### config.mk
export PLATFORM = sky130hd
export DESIGN_NAME = phone_packet_reassembler
export DESIGN_NICKNAME = d
export VERILOG_FILES = /design/src/ppr_pkg.sv /design/src/ppr_core.sv /design/src/ppr_outbuf.sv /design/src/phone_packet_reassembler.sv
export SDC_FILE = /design/constraint.sdc
export NUM_CORES = 1
export LEC_CHECK = 0
export ABC_AREA = 1
export CAP_MARGIN = 10
export CORE_MARGIN = 4
export CORE_UTILIZATION = 41
export CTS_BUF_LIST = sky130_fd_sc_hd__clkbuf_4
export CTS_CLUSTER_DIAMETER = 200
export CTS_CLUSTER_SIZE = 30
export DETAILED_ROUTE_END_ITERATION = 16
export DONT_BUFFER_PORTS = 1
export PLACE_DENSITY = 0.61
export SLEW_MARGIN = 15
export SYNTH_ARGS = -nofsm -noshare
export SYNTH_HDL_FRONTEND = slang
export SYNTH_SLANG_ARGS = --single-unit
### constraint.sdc
create_clock -name i_clk -period 10.4 [get_ports i_clk]
set_clock_uncertainty 0.05 [all_clocks]
set_input_delay 0.52 -clock i_clk [delete_from_list [all_inputs] [get_ports i_clk]]
set_output_delay 0.52 -clock i_clk [all_outputs]
set_load 0.01 [all_outputs]
### src/ppr_pkg.sv
`default_nettype none

package ppr_pkg;

    // Largest reassembled message, in bytes; a continuation may not pass it.
    localparam int unsigned MAX_MESSAGE = 256;

    localparam logic [3:0] PKT_LAST  = 4'd15;
    localparam logic [3:0] KIND_START = 4'd2;
    localparam logic [3:0] KIND_CONT  = 4'd3;
    localparam logic [7:0] START_MAX  = 8'd12;
    localparam logic [7:0] CONT_MAX   = 8'd15;
    localparam logic [7:0] SHORT_LEN  = 8'd2;

    typedef enum logic [1:0] {
        ST_INCOMPLETE = 2'd0,
        ST_COMPLETE   = 2'd1,
        ST_OVERSIZE   = 2'd2,
        ST_UNKNOWN    = 2'd3
    } t_status;

    typedef struct packed {
        logic       payload_valid;
        logic [7:0] payload_byte;
        logic [7:0] payload_offset;
        logic       packet_done;
        logic [3:0] msg_type;
        logic [7:0] msg_subtype;
        logic [7:0] msg_len;
        logic [7:0] msg_pad;
        t_status    status;
    } t_result;

    function automatic logic kind_is_short(input logic [3:0] kind);
        return (kind == 4'd0) || (kind == 4'd1) || (kind == 4'd4) ||
               (kind == 4'd6) || (kind == 4'd7);
    endfunction

endpackage

`default_nettype wire

### src/ppr_core.sv
`default_nettype none

module ppr_core
    import ppr_pkg::*;
(
    input  wire logic       i_clk,
    input  wire logic       i_rst_n,
    input  wire logic       i_en,
    input  wire logic [7:0] i_pkt_byte,
    output t_result         o_result
);

    logic [3:0] r_pos, n_pos;
    logic [3:0] r_kind, n_kind;
    logic [7:0] r_len, n_len;
    logic [7:0] r_sub, n_sub;
    logic [7:0] r_pad, n_pad;
    logic [7:0] r_cnt, n_cnt;
    logic [7:0] r_part_sub, n_part_sub;
    logic [7:0] r_part_len, n_part_len;
    logic [7:0] r_part_pos, n_part_pos;
    logic       r_ovf, n_ovf;

    logic [7:0] rem;
    logic [7:0] cont_cnt;
    logic [8:0] cont_end;
    logic       ovf_start;
    logic [7:0] pos8;
    logic [7:0] cont_pos;
    t_result    res;

    // continuation budget, taken from the saved message at byte 0
    assign rem       = (r_part_len > r_part_pos) ? (r_part_len - r_part_pos) : 8'd0;
    assign cont_cnt  = (rem < CONT_MAX) ? rem : CONT_MAX;
    assign cont_end  = {1'b0, r_part_pos} + {1'b0, cont_cnt};
    assign ovf_start = (cont_cnt != 8'd0) && (cont_end > 9'(MAX_MESSAGE));
    assign pos8      = {4'd0, r_pos};
    assign cont_pos  = r_part_pos + n_cnt;

    always_comb begin
        n_pos      = 4'(r_pos + 4'd1);
        n_kind     = r_kind;
        n_len      = r_len;
        n_sub      = r_sub;
        n_pad      = r_pad;
        n_cnt      = r_cnt;
        n_part_sub = r_part_sub;
        n_part_len = r_part_len;
        n_part_pos = r_part_pos;
        n_ovf      = r_ovf;
        res        = '0;

        if (r_pos == 4'd0) begin
            n_kind = i_pkt_byte[3:0];
            n_cnt  = (i_pkt_byte[3:0] == KIND_CONT) ? cont_cnt : 8'd0;
            n_ovf  = (i_pkt_byte[3:0] == KIND_CONT) && ovf_start;
            n_pad  = 8'd0;
            n_len  = 8'd0;
            n_sub  = 8'd0;
        end

        if (kind_is_short(n_kind)) begin
            if (r_pos == 4'd1) begin
                n_pad = i_pkt_byte;
            end
            if (r_pos != PKT_LAST) begin
                res.payload_valid  = 1'b1;
                res.payload_byte   = i_pkt_byte;
                res.payload_offset = pos8;
            end
        end else if (n_kind == KIND_START) begin
            if (r_pos == 4'd1) begin
                n_len = (i_pkt_byte == 8'd0) ? 8'd0 : 8'(i_pkt_byte - 8'd1);
                n_cnt = (n_len < START_MAX) ? n_len : START_MAX;
            end else if (r_pos == 4'd3) begin
                n_sub = i_pkt_byte;
            end else if ((r_pos >= 4'd4) && (8'(pos8 - 8'd4) < n_cnt)) begin
                res.payload_valid  = 1'b1;
                res.payload_byte   = i_pkt_byte;
                res.payload_offset = 8'(pos8 - 8'd4);
            end
        end else if (n_kind == KIND_CONT) begin
            if (!n_ovf && (r_pos >= 4'd1) && (8'(pos8 - 8'd1) < n_cnt)) begin
                res.payload_valid  = 1'b1;
                res.payload_byte   = i_pkt_byte;
                res.payload_offset = 8'(r_part_pos + pos8 - 8'd1);
            end
        end

        if (r_pos == PKT_LAST) begin
            res.packet_done = 1'b1;
            res.msg_type    = n_kind;
            if (kind_is_short(n_kind)) begin
                res.msg_len = SHORT_LEN;
                res.msg_pad = n_pad;
                res.status  = ST_COMPLETE;
            end else if (n_kind == KIND_START) begin
                res.msg_subtype = n_sub;
                res.msg_len     = n_len;
                if (n_cnt < n_len) begin
                    // open message: remember it for the continuations
                    n_part_sub = n_sub;
                    n_part_len = n_len;
                    n_part_pos = n_cnt;
                    res.status = ST_INCOMPLETE;
                end else begin
                    res.status = ST_COMPLETE;
                end
            end else if (n_kind == KIND_CONT) begin
                res.msg_type    = KIND_START;
                res.msg_subtype = r_part_sub;
                res.msg_len     = r_part_len;
                if (n_ovf) begin
                    res.status = ST_OVERSIZE;
                end else begin
                    n_part_pos = cont_pos;
                    res.status = (cont_pos < r_part_len) ? ST_INCOMPLETE : ST_COMPLETE;
                end
            end else begin
                res.status = ST_UNKNOWN;
            end
        end
    end

    assign o_result = res;

    always_ff @(posedge i_clk) begin
        if (!i_rst_n) begin
            r_pos      <= '0;
            r_kind     <= '0;
            r_len      <= '0;
            r_sub      <= '0;
            r_pad      <= '0;
            r_cnt      <= '0;
            r_part_sub <= '0;
            r_part_len <= '0;
            r_part_pos <= '0;
            r_ovf      <= 1'b0;
        end else if (i_en) begin
            r_pos      <= n_pos;
            r_kind     <= n_kind;
            r_len      <= n_len;
            r_sub      <= n_sub;
            r_pad      <= n_pad;
            r_cnt      <= n_cnt;
            r_part_sub <= n_part_sub;
            r_part_len <= n_part_len;
            r_part_pos <= n_part_pos;
            r_ovf      <= n_ovf;
        end
    end

endmodule

`default_nettype wire

### src/ppr_outbuf.sv
`default_nettype none

module ppr_outbuf
    import ppr_pkg::*;
(
    input  wire logic    i_clk,
    input  wire logic    i_rst_n,
    input  wire logic    i_valid,
    output logic         o_ready,
    input  wire t_result i_data,
    output logic         o_valid,
    input  wire logic    i_ready,
    output t_result      o_data
);

    logic    r_valid;
    t_result r_data;

    // free when empty or when the held item leaves this cycle
    assign o_ready = !r_valid || i_ready;

    always_ff @(posedge i_clk) begin
        if (!i_rst_n) begin
            r_valid <= 1'b0;
        end else if (o_ready) begin
            r_valid <= i_valid;
        end
    end

    always_ff @(posedge i_clk) begin
        if (o_ready && i_valid) begin
            r_data <= i_data;
        end
    end

    assign o_valid = r_valid;
    assign o_data  = r_data;

endmodule

`default_nettype wire

### src/phone_packet_reassembler.sv
`default_nettype none

// Channel  Direction  Handshake                   Payload
// in       input      i_in_valid / o_in_ready     i_pkt_byte
// out      output     o_out_valid / i_out_ready   o_payload_*, o_packet_done, o_msg_*, o_status
//
// One item in, one item out. Each byte is decoded against the packet state
// in the cycle it is accepted and is then held in the output register; a
// new byte is taken every cycle unless the output stalls. The rate is set
// by the state update in ppr_core, which has to finish before the next byte.
// Reset (i_rst_n low, synchronous) clears the byte position, the saved
// message and the output valid. A stalled output holds its item; the input
// is still taken in the same cycle the held item is drained.

module phone_packet_reassembler
    import ppr_pkg::*;
(
    input  wire logic       i_clk,
    input  wire logic       i_rst_n,

    input  wire logic       i_in_valid,
    output logic            o_in_ready,
    input  wire logic [7:0] i_pkt_byte,

    output logic            o_out_valid,
    input  wire logic       i_out_ready,
    output logic            o_payload_valid,
    output logic [7:0]      o_payload_byte,
    output logic [7:0]      o_payload_offset,
    output logic            o_packet_done,
    output logic [3:0]      o_msg_type,
    output logic [7:0]      o_msg_subtype,
    output logic [7:0]      o_msg_len,
    output logic [7:0]      o_msg_pad,
    output logic [1:0]      o_status
);

    t_result step_res;
    t_result out_res;
    logic    accept;

    assign accept = i_in_valid && o_in_ready;

    // packet state and per-byte decode
    ppr_core u_core (
        .i_clk      (i_clk),
        .i_rst_n    (i_rst_n),
        .i_en       (accept),
        .i_pkt_byte (i_pkt_byte),
        .o_result   (step_res)
    );

    // result register, decouples the output stall from the input side
    ppr_outbuf u_outbuf (
        .i_clk   (i_clk),
        .i_rst_n (i_rst_n),
        .i_valid (i_in_valid),
        .o_ready (o_in_ready),
        .i_data  (step_res),
        .o_valid (o_out_valid),
        .i_ready (i_out_ready),
        .o_data  (out_res)
    );

    assign o_payload_valid  = out_res.payload_valid;
    assign o_payload_byte   = out_res.payload_byte;
    assign o_payload_offset = out_res.payload_offset;
    assign o_packet_done    = out_res.packet_done;
    assign o_msg_type       = out_res.msg_type;
    assign o_msg_subtype    = out_res.msg_subtype;
    assign o_msg_len        = out_res.msg_len;
    assign o_msg_pad        = out_res.msg_pad;
    assign o_status         = 2'(out_res.status);

    // input can only be blocked by a held result
    a_ready_only_when_full: assert property (
        @(posedge i_clk) disable iff (!i_rst_n)
        !o_in_ready |-> o_out_valid
    ) else $error("input stalled with empty output register");

    // status fields are zero except on the last byte of a packet
    a_status_only_on_done: assert property (
        @(posedge i_clk) disable iff (!i_rst_n)
        (o_out_valid && !o_packet_done) |->
            (o_status == 2'(ST_INCOMPLETE)) && (o_msg_len == 8'd0) && (o_msg_type == 4'd0)
    ) else $error("status reported on a non-final byte");

    // an oversize or unknown packet never carries payload
    a_no_payload_on_error: assert property (
        @(posedge i_clk) disable iff (!i_rst_n)
        (o_out_valid && o_packet_done &&
         ((o_status == 2'(ST_OVERSIZE)) || (o_status == 2'(ST_UNKNOWN)))) |->
            !o_payload_valid
    ) else $error("payload given on an error packet");

    // a result taken with nothing behind it leaves the register empty
    a_drain_empties: assert property (
        @(posedge i_clk) disable iff (!i_rst_n)
        (o_out_valid && i_out_ready && !i_in_valid) |=> !o_out_valid
    ) else $error("output register did not drain");

endmodule

`default_nettype wire

==> summary.txt, run 1 <==
Setup path
  • Crit-path max FO: 31
  • Worst endpoint required time: 10.62 ns
  • Crit end category: flop
  • Worst path bufs/invs: 5
  • CP max stage cell: nand2_2
  • CP top delay family: simple AND/OR/NAND/NOR gates
  • Class of the most critical setup path: flop to flop
  • Reg2Reg Depth: 27
  • Worst path max stage delay: around 0.55 ns
  • CP arrival: about 6.3 ns
  • CP Launch Type: flop
  • Critical Path Stages: 27
  • Crit path top cell by count: a21oi_1

Worst hold path
  • Worst Hold Class: primary input to flop
  • Worst hold path depth: 2

Die
  • Die height: 143 um
  • Area of the die: 0.0205 sq mm
  • Die W: roughly 140 um
  • Core ar.: 0.0180 sq mm
  • FP Rows: 49
  • Starting Density: 41.7%
  • # IOs: 62

Status
  • Outcome: complete, no violations

Layout
  • Final core occ: 44.8%
  • Fillers: about 1800
  • Area occupied by multi-input gates: 0.00394 sq mm
  • Layout cells sized above 1: 6.68%
  • Final nets: ~1100
  • Non-Filler Instances: 1248
  • Register area: between 0.002 and 0.003 sq mm
  • Synth-to-layout area growth: 7.36%
  • Final Cell Area: 0.00805 sq mm

Clocking
  • PostCTS Resize Cnt: 0
  • Clk sink count: 114
  • Clk Latency, worst-skew pair: 0.55 ns
  • Clk pin slew, worst setup/hold paths: 0.11 ns
  • Htree depth: 4
  • CTS tree: built
  • CTS root buf: clkbuf_4
  • Worst-case clock buffer depth: 2
  • CTS buffer count: 17

Synthesis
  • Most used flip-flop cell after synthesis: dfxtp_1
  • Yosys Warn Count: 0
  • Synth unique cells: 47
  • Area fraction of the dominant cell type after synthesis: roughly a fifth
  • Register bit total from synthesis: about 110
  • Number of synthesized flops with an enable pin: 48
  • Sequential element share of the synthesized area: 36.8%
  • Largest area contributor in the netlist: edfxtp_1
  • Ys async rst share: 0%
  • Area contributors post-synth: edfxtp_1, dfxtp_1, ha_1
  • Synthesized area: between 0.007 and 0.008 sq mm
  • Mean Syn Cell Area: 7.45 sq um
  • Syn Inst Count: around 1000

Timing
  • Final hold viol count: 0
  • RSZ-0062 raised after global routing: false
  • Final slew viol count: 0
  • # setup viols final: 0
  • Crit path time final: roughly 6.0 ns
  • Slew of the pin with the lowest slew margin: approximately 0.85 ns
  • Period utilisation layout: 58.0%
  • Setup TNS: 0 ns
  • Fmax: between 0.15 and 0.2 GHz
  • Rel. slew slack: 43.0%

GRT
  • Vias in the first global route: between 5000 and 6000
  • GRT Util Overall: 18.2%
  • Initial antenna violation count: 0
  • Grt ovf: 0
  • Largest net degree at the start of global routing: 56
  • First-pass GRT wire length: 29500 um

Place
  • Area after DPL: 0.00769 sq mm
  • Inst Count DP: 1214
  • Port-buffer cells: 0
  • DP HPWL: between 10000 and 15000 um
  • Routability congestion estimate: ~0.9

Pwr
  • Internal: 0.756 mW
  • Maximum vdd drop: 101 uV
  • Clock Power Share: a little under two fifths
  • Flop pwr share: between 40% and 50%
  • Total Power: roughly 1.1 mW
  • Sw Ratio: 29.0%
  • Pwr dens: around 130 mW/mm^2
  • Net switching power: 0.308 mW
  • Leak: 3.90 nW
  • Comb power frac: 14.5%

Detailed routing
  • Wire per inst: 15.1 um
  • Initial DRT Pass Iterations: 5
  • Antenna viol nets, final: 0
  • Routed wire length: 18800 um
  • Vias: approximately 6400
  • Post-route DRC: 0
  • Initial DRC Count: 434
  • Vias per inst: 5.16

Flow run
  • Maxcap violations: 0
## power groups by stage
| stage | clock (mW) | combinational, mW | sequential, mW |
|---|---|---|---|
| after floorplan | 0 | 0.124 | 0.514 |
| after global placement | 0 | 0.150 | 0.517 |
| after detailed placement | 0 | 0.153 | 0.517 |
| after CTS | 0.411 | 0.153 | 0.507 |
| after global routing | 0.431 | 0.176 | 0.509 |
| final | 0.403 | 0.154 | 0.507 |
## worst register-to-register path, stage by stage (launching register included)
cell and delay (ns):
dfxtp_1 0.50, inv_1 0.15, ha_1 0.36, nand2_2 0.55, inv_2 0.25, or2_1 0.28
o21ai_2 0.09, inv_2 0.10, nor2_4 0.29, nand3_2 0.27, nor2_1 0.19, inv_1 0.05
o22ai_1 0.37, ha_1 0.32, nand3_1 0.08, nand2_1 0.09, a21oi_1 0.15, o21bai_1 0.11
nand2_1 0.07, nand2_1 0.05, a21oi_1 0.15, xor2_1 0.20, inv_1 0.07, ha_1 0.31
a21oi_1 0.13, o221ai_1 0.17, a41oi_1 0.28, a21oi_1 0.09
## metal layers
layer	GRT usage [%]	wire [um]	vias to the layer above
met1	26.9	9390	2949
met5	0	0	-
met2	26.5	7940	200
met3	5.09	1240	18
met4	4.31	258	0
li1	-	-	3271
## cells in the final DEF, fill, tap and decap left out, types with 2 or more instances in the layout
| cell | instances |
|---|---|
| nor3b_1 | 2 |
| nand4_1 | 9 |
| or2_1 | 3 |
| a21oi_2 | 3 |
| and2_1 | 4 |
| or2_2 | 7 |
| a21oi_1 | 66 |
| nor2_2 | 2 |
| nand2_2 | 4 |
| clkbuf_4 | 18 |
| o21ai_0 | 57 |
| buf_4 | 2 |
| dfxtp_1 | 66 |
| edfxtp_1 | 48 |
| o21ai_2 | 3 |
| fa_1 | 4 |
| nor3_1 | 9 |
| conb_1 | 4 |
| nand3_1 | 51 |
| o22ai_1 | 10 |
| inv_2 | 6 |
| a21o_1 | 2 |
| o211ai_1 | 15 |
| xor2_1 | 17 |
| nand3_2 | 3 |
| o21a_1 | 2 |
| nor2_1 | 106 |
| nand3b_1 | 3 |
| a22oi_1 | 8 |
| clkinv_2 | 4 |
| o21bai_1 | 2 |
| a31oi_1 | 2 |
| ha_1 | 69 |
| nand2_1 | 201 |
| inv_1 | 176 |
| nor2_4 | 3 |
| bufinv_16 | 5 |
| xnor2_1 | 5 |
| clkinvlp_4 | 4 |
## Yosys cell counts, drive strengths merged, types with 8 or more instances
library cell	instances
nand3	54
nor3	9
nand4	9
inv	183
a22oi	8
nand2	206
a21oi	69
o21ai	61
o22ai	11
nor2	111
edfxtp	48
xor2	17
or2	10
o211ai	15
ha	69
clkbuf	20
dfxtp	66
## path summary, 6_finish.rpt
| kind | endpoint | startpoint | slack [ns] |
|---|---|---|---|
| setup / recovery | u_outbuf.o_data[0] | u_core.r_pos[2] | 4.37 |
| hold / removal | u_core.r_part_sub[2] | i_rst_n | 0.05 |
| setup reg to reg | u_outbuf.o_data[0] | u_core.r_pos[2] | 4.37 |
| hold reg to reg | u_core.r_len[5] | u_core.r_len[5] | 0.42 |
## what timing repair did
action | CTS | global route
hold buffers | 0 | 1
endpoints found under the hold margin | 0 | 2
buffers inserted | 0 | 0
## kinds of logic after synthesis
| logic type | count (synthesis) | share of synthesized area [%] |
|---|---|---|
| simple gates | 408 | 23.3 |
| buf+inv | 210 | 10.8 |
| compound gates | 179 | 13.9 |
| flops | 114 | 36.8 |
| fa+ha+maj | 73 | 12.6 |
| xor+xnor | 22 | 2.57 |
| other cells | 1 | 0.0500 |
## registers in the layout, indices dropped and copies added (netlist names)
name	count
u_outbuf.o_data	48
u_core.r_sub	8
u_outbuf.o_valid	1
u_core.r_part_sub	8
u_core.r_ovf	1
u_core.r_pad	8
u_core.r_len	8
u_core.r_part_len	8
u_core.r_cnt	8
u_core.r_pos	4
u_core.r_part_pos	8
u_core.r_kind	4
## area by class of cell
cell class	instances	area share, %
sequential	114	34.3
clock buffer	18	1.68
tap	229	3.56
timing repair buffer	3	0.311
inverter	183	8.55
clock inverter	14	2.64
antenna	1	0.0311
multi-input combinational	686	48.9
## per-stage QoR
step                      hold WS, ns  worst slack, ns
final                          0.0473             4.37
after global routing          0.00228             3.88
after CTS                     0.00302             4.45
after detailed placement        0.414             4.45
after global placement          0.405             4.61
after floorplan                 0.378             5.78
Note: power is estimated with default switching activity, not from simulation.
==> run 2, diff against run 1 <==
Settings changed: ABC_AREA 1 to 0.
Clock period 10.4 ns to 6.2 ns, I/O delays scaled along.
==> summary.txt, run 2 <==
Status
  • Outcome: complete, no violations

Setup path
  • CP max stage cell: nor4_1
  • Reg2Reg Depth: 19 (-30%)
  • Worst reg2reg path startpoint: u_core.r_part_pos[0]
  • Worst endpoint required time: 6.62 ns (-4.00 ns)
  • Crit-path max FO: 29 (-6.5%)
  • Crit end category: flop
  • CP Launch Type: flop
  • CP cell instances: ha_1, fa_1, xnor2_1, nand2_1, mux2i_1, a211o_2, nor4_1, a2bb2oi_1, mux2i_1, ha_1, o21ai_0, a211oi_1, nor3_1, nand2_1, o22ai_2, nand3_1, buf_4, or2_2, a21oi_1
  • Class of the most critical setup path: flop to flop
  • FF-to-FF End: u_core.r_part_sub[3]
  • Worst path max stage delay: 0.56 ns (about the same)
  • CP arrival: 6.13 ns (-0.13 ns)
  • Reg2reg setup slack: 0.50 ns (-3.87 ns)

Synthesis
  • Sequential element share of the synthesized area: 35.7% (-1.1 points)
  • Number of synthesized flops with an enable pin: 48 (unchanged)
  • Synth unique cells: 86 (+83%)
  • Most used flip-flop cell after synthesis: dfxtp_1
  • Most common cell in the netlist: nor2_1
  • Register bit total from synthesis: 114 (unchanged)
  • Yosys Warn Count: 0 (unchanged)
  • Syn Inst Count: 884 (-12%)
  • Mean Syn Cell Area: 8.75 sq um (+17%)
  • Area contributors post-synth: edfxtp_1, dfxtp_1, ha_1
  • Ys async rst share: 0% (unchanged)
  • Area fraction of the dominant cell type after synthesis: 18.6% (-0.58 points)
  • Synthesized area: 0.00773 sq mm (+3.1%)
  • Largest area contributor in the netlist: edfxtp_1
  • Post-synth top cells: nor2_1, a21oi_1, nand2_1

Timing
  • Rel. slew slack: 19.7% (-23 points)
  • Crit path time final: 5.70 ns (-0.328 ns)
  • RSZ-0062 raised after global routing: false
  • Final worst slack: 0.497 ns (-3.87 ns)
  • Final slew viol count: 0 (unchanged)
  • Hold slack: 0.0532 ns (+0.00592 ns)
  • # setup viols final: 0 (unchanged)
  • Final hold viol count: 0 (unchanged)
  • Setup TNS: 0 ns (unchanged)
  • Fmax: 0.175 GHz (+5.7%)
  • Period utilisation layout: 92.0% (+34 points)
  • Slew of the pin with the lowest slew margin: 1.19 ns (+0.343 ns)

Detailed routing
  • Post-route DRC: 0 (unchanged)
  • Initial DRT Pass Iterations: 9 (+4)
  • Antenna viol nets, final: 0 (unchanged)
  • Vias: 6459 (+0.33%)
  • Initial DRC Count: 434 (unchanged)
  • Vias per inst: 5.75 (+11%)
  • Routed wire length: 20800 um (+11%)
  • Wire per inst: 18.5 um (+23%)

GRT
  • Met2 Use GR: 27.8% (+1.3 points)
  • First-pass GRT wire length: 32900 um (+11%)
  • Gr busiest metal: met1
  • Vias in the first global route: 5829 (+2.7%)
  • GR met1 Demand/Resource: 28.4% (+1.5 points)
  • Initial antenna violation count: 1 (+1)
  • Met3 usage: 3.93% (-1.2 points)
  • GRT Util Overall: 19.3% (+1.0 points)
  • Largest net degree at the start of global routing: 50 (-11%)
  • Grt ovf: 0 (unchanged)

Layout
  • Synth-to-layout area growth: 7.65%
  • Layout cells sized above 1: 10.2% (+3.5 points)
  • Commonest non-fill, non-tap cell in the layout: nor2_1
  • Fillers: 1771 (-3.5%)
  • Largest register FFs: 48 (unchanged)
  • Most frequent cells in the layout: nor2_1, a21oi_1, nand2_1, ha_1, dfxtp_1
  • Final nets: 966 (-11%)
  • Final core occ: 45.6% (+0.75 points)
  • Non-Filler Instances: 1124 (-9.9%)
  • Final Cell Area: 0.00832 sq mm (+3.4%)

Flow run
  • Maxcap violations: 0 (unchanged)

Die
  • Area of the die: 0.0211 sq mm (+2.9%)
  • Core ar.: 0.0183 sq mm (+1.7%)
  • Die W: 145 um (+1.5%)
  • Die height: 145 um (+1.5%)
  • FP Rows: 49 (unchanged)
  • Starting Density: 42.3% (+0.58 points)
  • # IOs: 62 (unchanged)

Clocking
  • Clk Latency, worst-skew pair: 0.54 ns (about the same)
  • Worst-case clock buffer depth: 2 (unchanged)
  • Post-CTS Setup Bufs: 0 (unchanged)
  • Clk sink count: 114 (unchanged)
  • Clk pin slew, worst setup/hold paths: 0.13 ns (+0.02 ns)
  • CTS root buf: clkbuf_4
  • CTS buffer count: 17 (unchanged)
  • CTS tree: built
  • Htree depth: 4 (unchanged)

Worst hold path
  • Worst hold start: i_pkt_byte[5]
  • WHS Endpoint: u_core.r_sub[5]
  • Worst Hold Class: primary input to flop
  • Worst hold path depth: 2 (unchanged)

Pwr
  • Pwr dens: 208 mW/mm^2 (+58%)
  • Total Power: 1.73 mW (+63%)
  • Leak: 3.22 nW (-18%)
  • Maximum vdd drop: 126 uV (+25%)

Place
  • Inst Count DP: 1080 (-11%)
  • DP HPWL: 15000 um (+7.7%)
  • Worst slack at placement: 0.567 ns (-3.89 ns)
  • Port-buffer cells: 0 (unchanged)
  • Routability congestion estimate: 0.911 (-1.2%)
  • Area after DPL: 0.00789 sq mm (+2.6%)
run 2: cell count changes after synthesis, sizes merged, moves of 11 or more:
cell	delta
clkbuf	+11
xnor2	+12
mux2i	+11
a21oi	+15
nand2	-126
and3	+16
inv	-130
o21ai	-30
a211oi	+33
nand3	-20
nor2	-16
run 2: repair_timing:
item | CTS | global route
gates resized for setup | 0 | 1
endpoints found under the setup margin | 0 | 1
hold buffers | 11 | 0
endpoints found under the hold margin | 42 | 0
run 2: layout make-up:
type	instances	area (sq um)	area share [%]
antenna	1	2.50	0.0301
clock buffer	18	135	1.62
clock inverter	14	178	2.13
inverter	53	200	2.41
multi-input combinational	673	4570	54.9
sequential	114	2760	33.2
tap	229	287	3.44
timing repair buffer	22	193	2.32
run 2: worst max path at each step:
stage,startpoint,end,cells after the start
finish,u_core.r_part_pos[0],u_core.r_part_sub[3],19
detailed placement,u_core.r_part_pos[0],u_outbuf.o_data[0],19
global route,u_core.r_part_pos[2],u_outbuf.o_data[0],21
CTS,u_core.r_part_pos[0],u_outbuf.o_data[0],19
floorplan,u_core.r_part_len[0],u_outbuf.o_data[0],21
global placement,u_core.r_part_pos[0],u_outbuf.o_data[0],21
run 2: routing by layer:
metal,wire (um),part of all wire [%]
met5,0,0
met2,8880,43
met3,1260,6.1
met1,10100,48
met4,593,2.8
run 2: critical path: cells and delay by family, from the launching register on:
family	cells	cell delay, ns
AOI/OAI and AO/OA	6	1.88
and+or+nand+nor	6	1.49
adders and majority gates	3	1.02
DFF	1	0.40
muxes	2	0.33
buffers and inverters	1	0.27
xor gates and xnor gates	1	0.20
run 2: power breakdown:
part / total, mW / internal, mW / switching [mW] / leakage, nW
Sequential: 0.839 / 0.813 / 0.0260 / 1.02
Clock: 0.623 / 0.289 / 0.334 / 0.164
Combinational: 0.272 / 0.0950 / 0.177 / 2.03
run 2: kinds of logic after synthesis:
group | count (synthesis) | synth area share (%)
compound gates | 243 | 21.4
other cells | 1 | 0.0485
flops | 114 | 35.7
simple gates | 308 | 19.5
fa+ha+maj | 73 | 12.2
xor+xnor | 27 | 3.06
buf+inv | 100 | 5.62
mux | 18 | 2.44
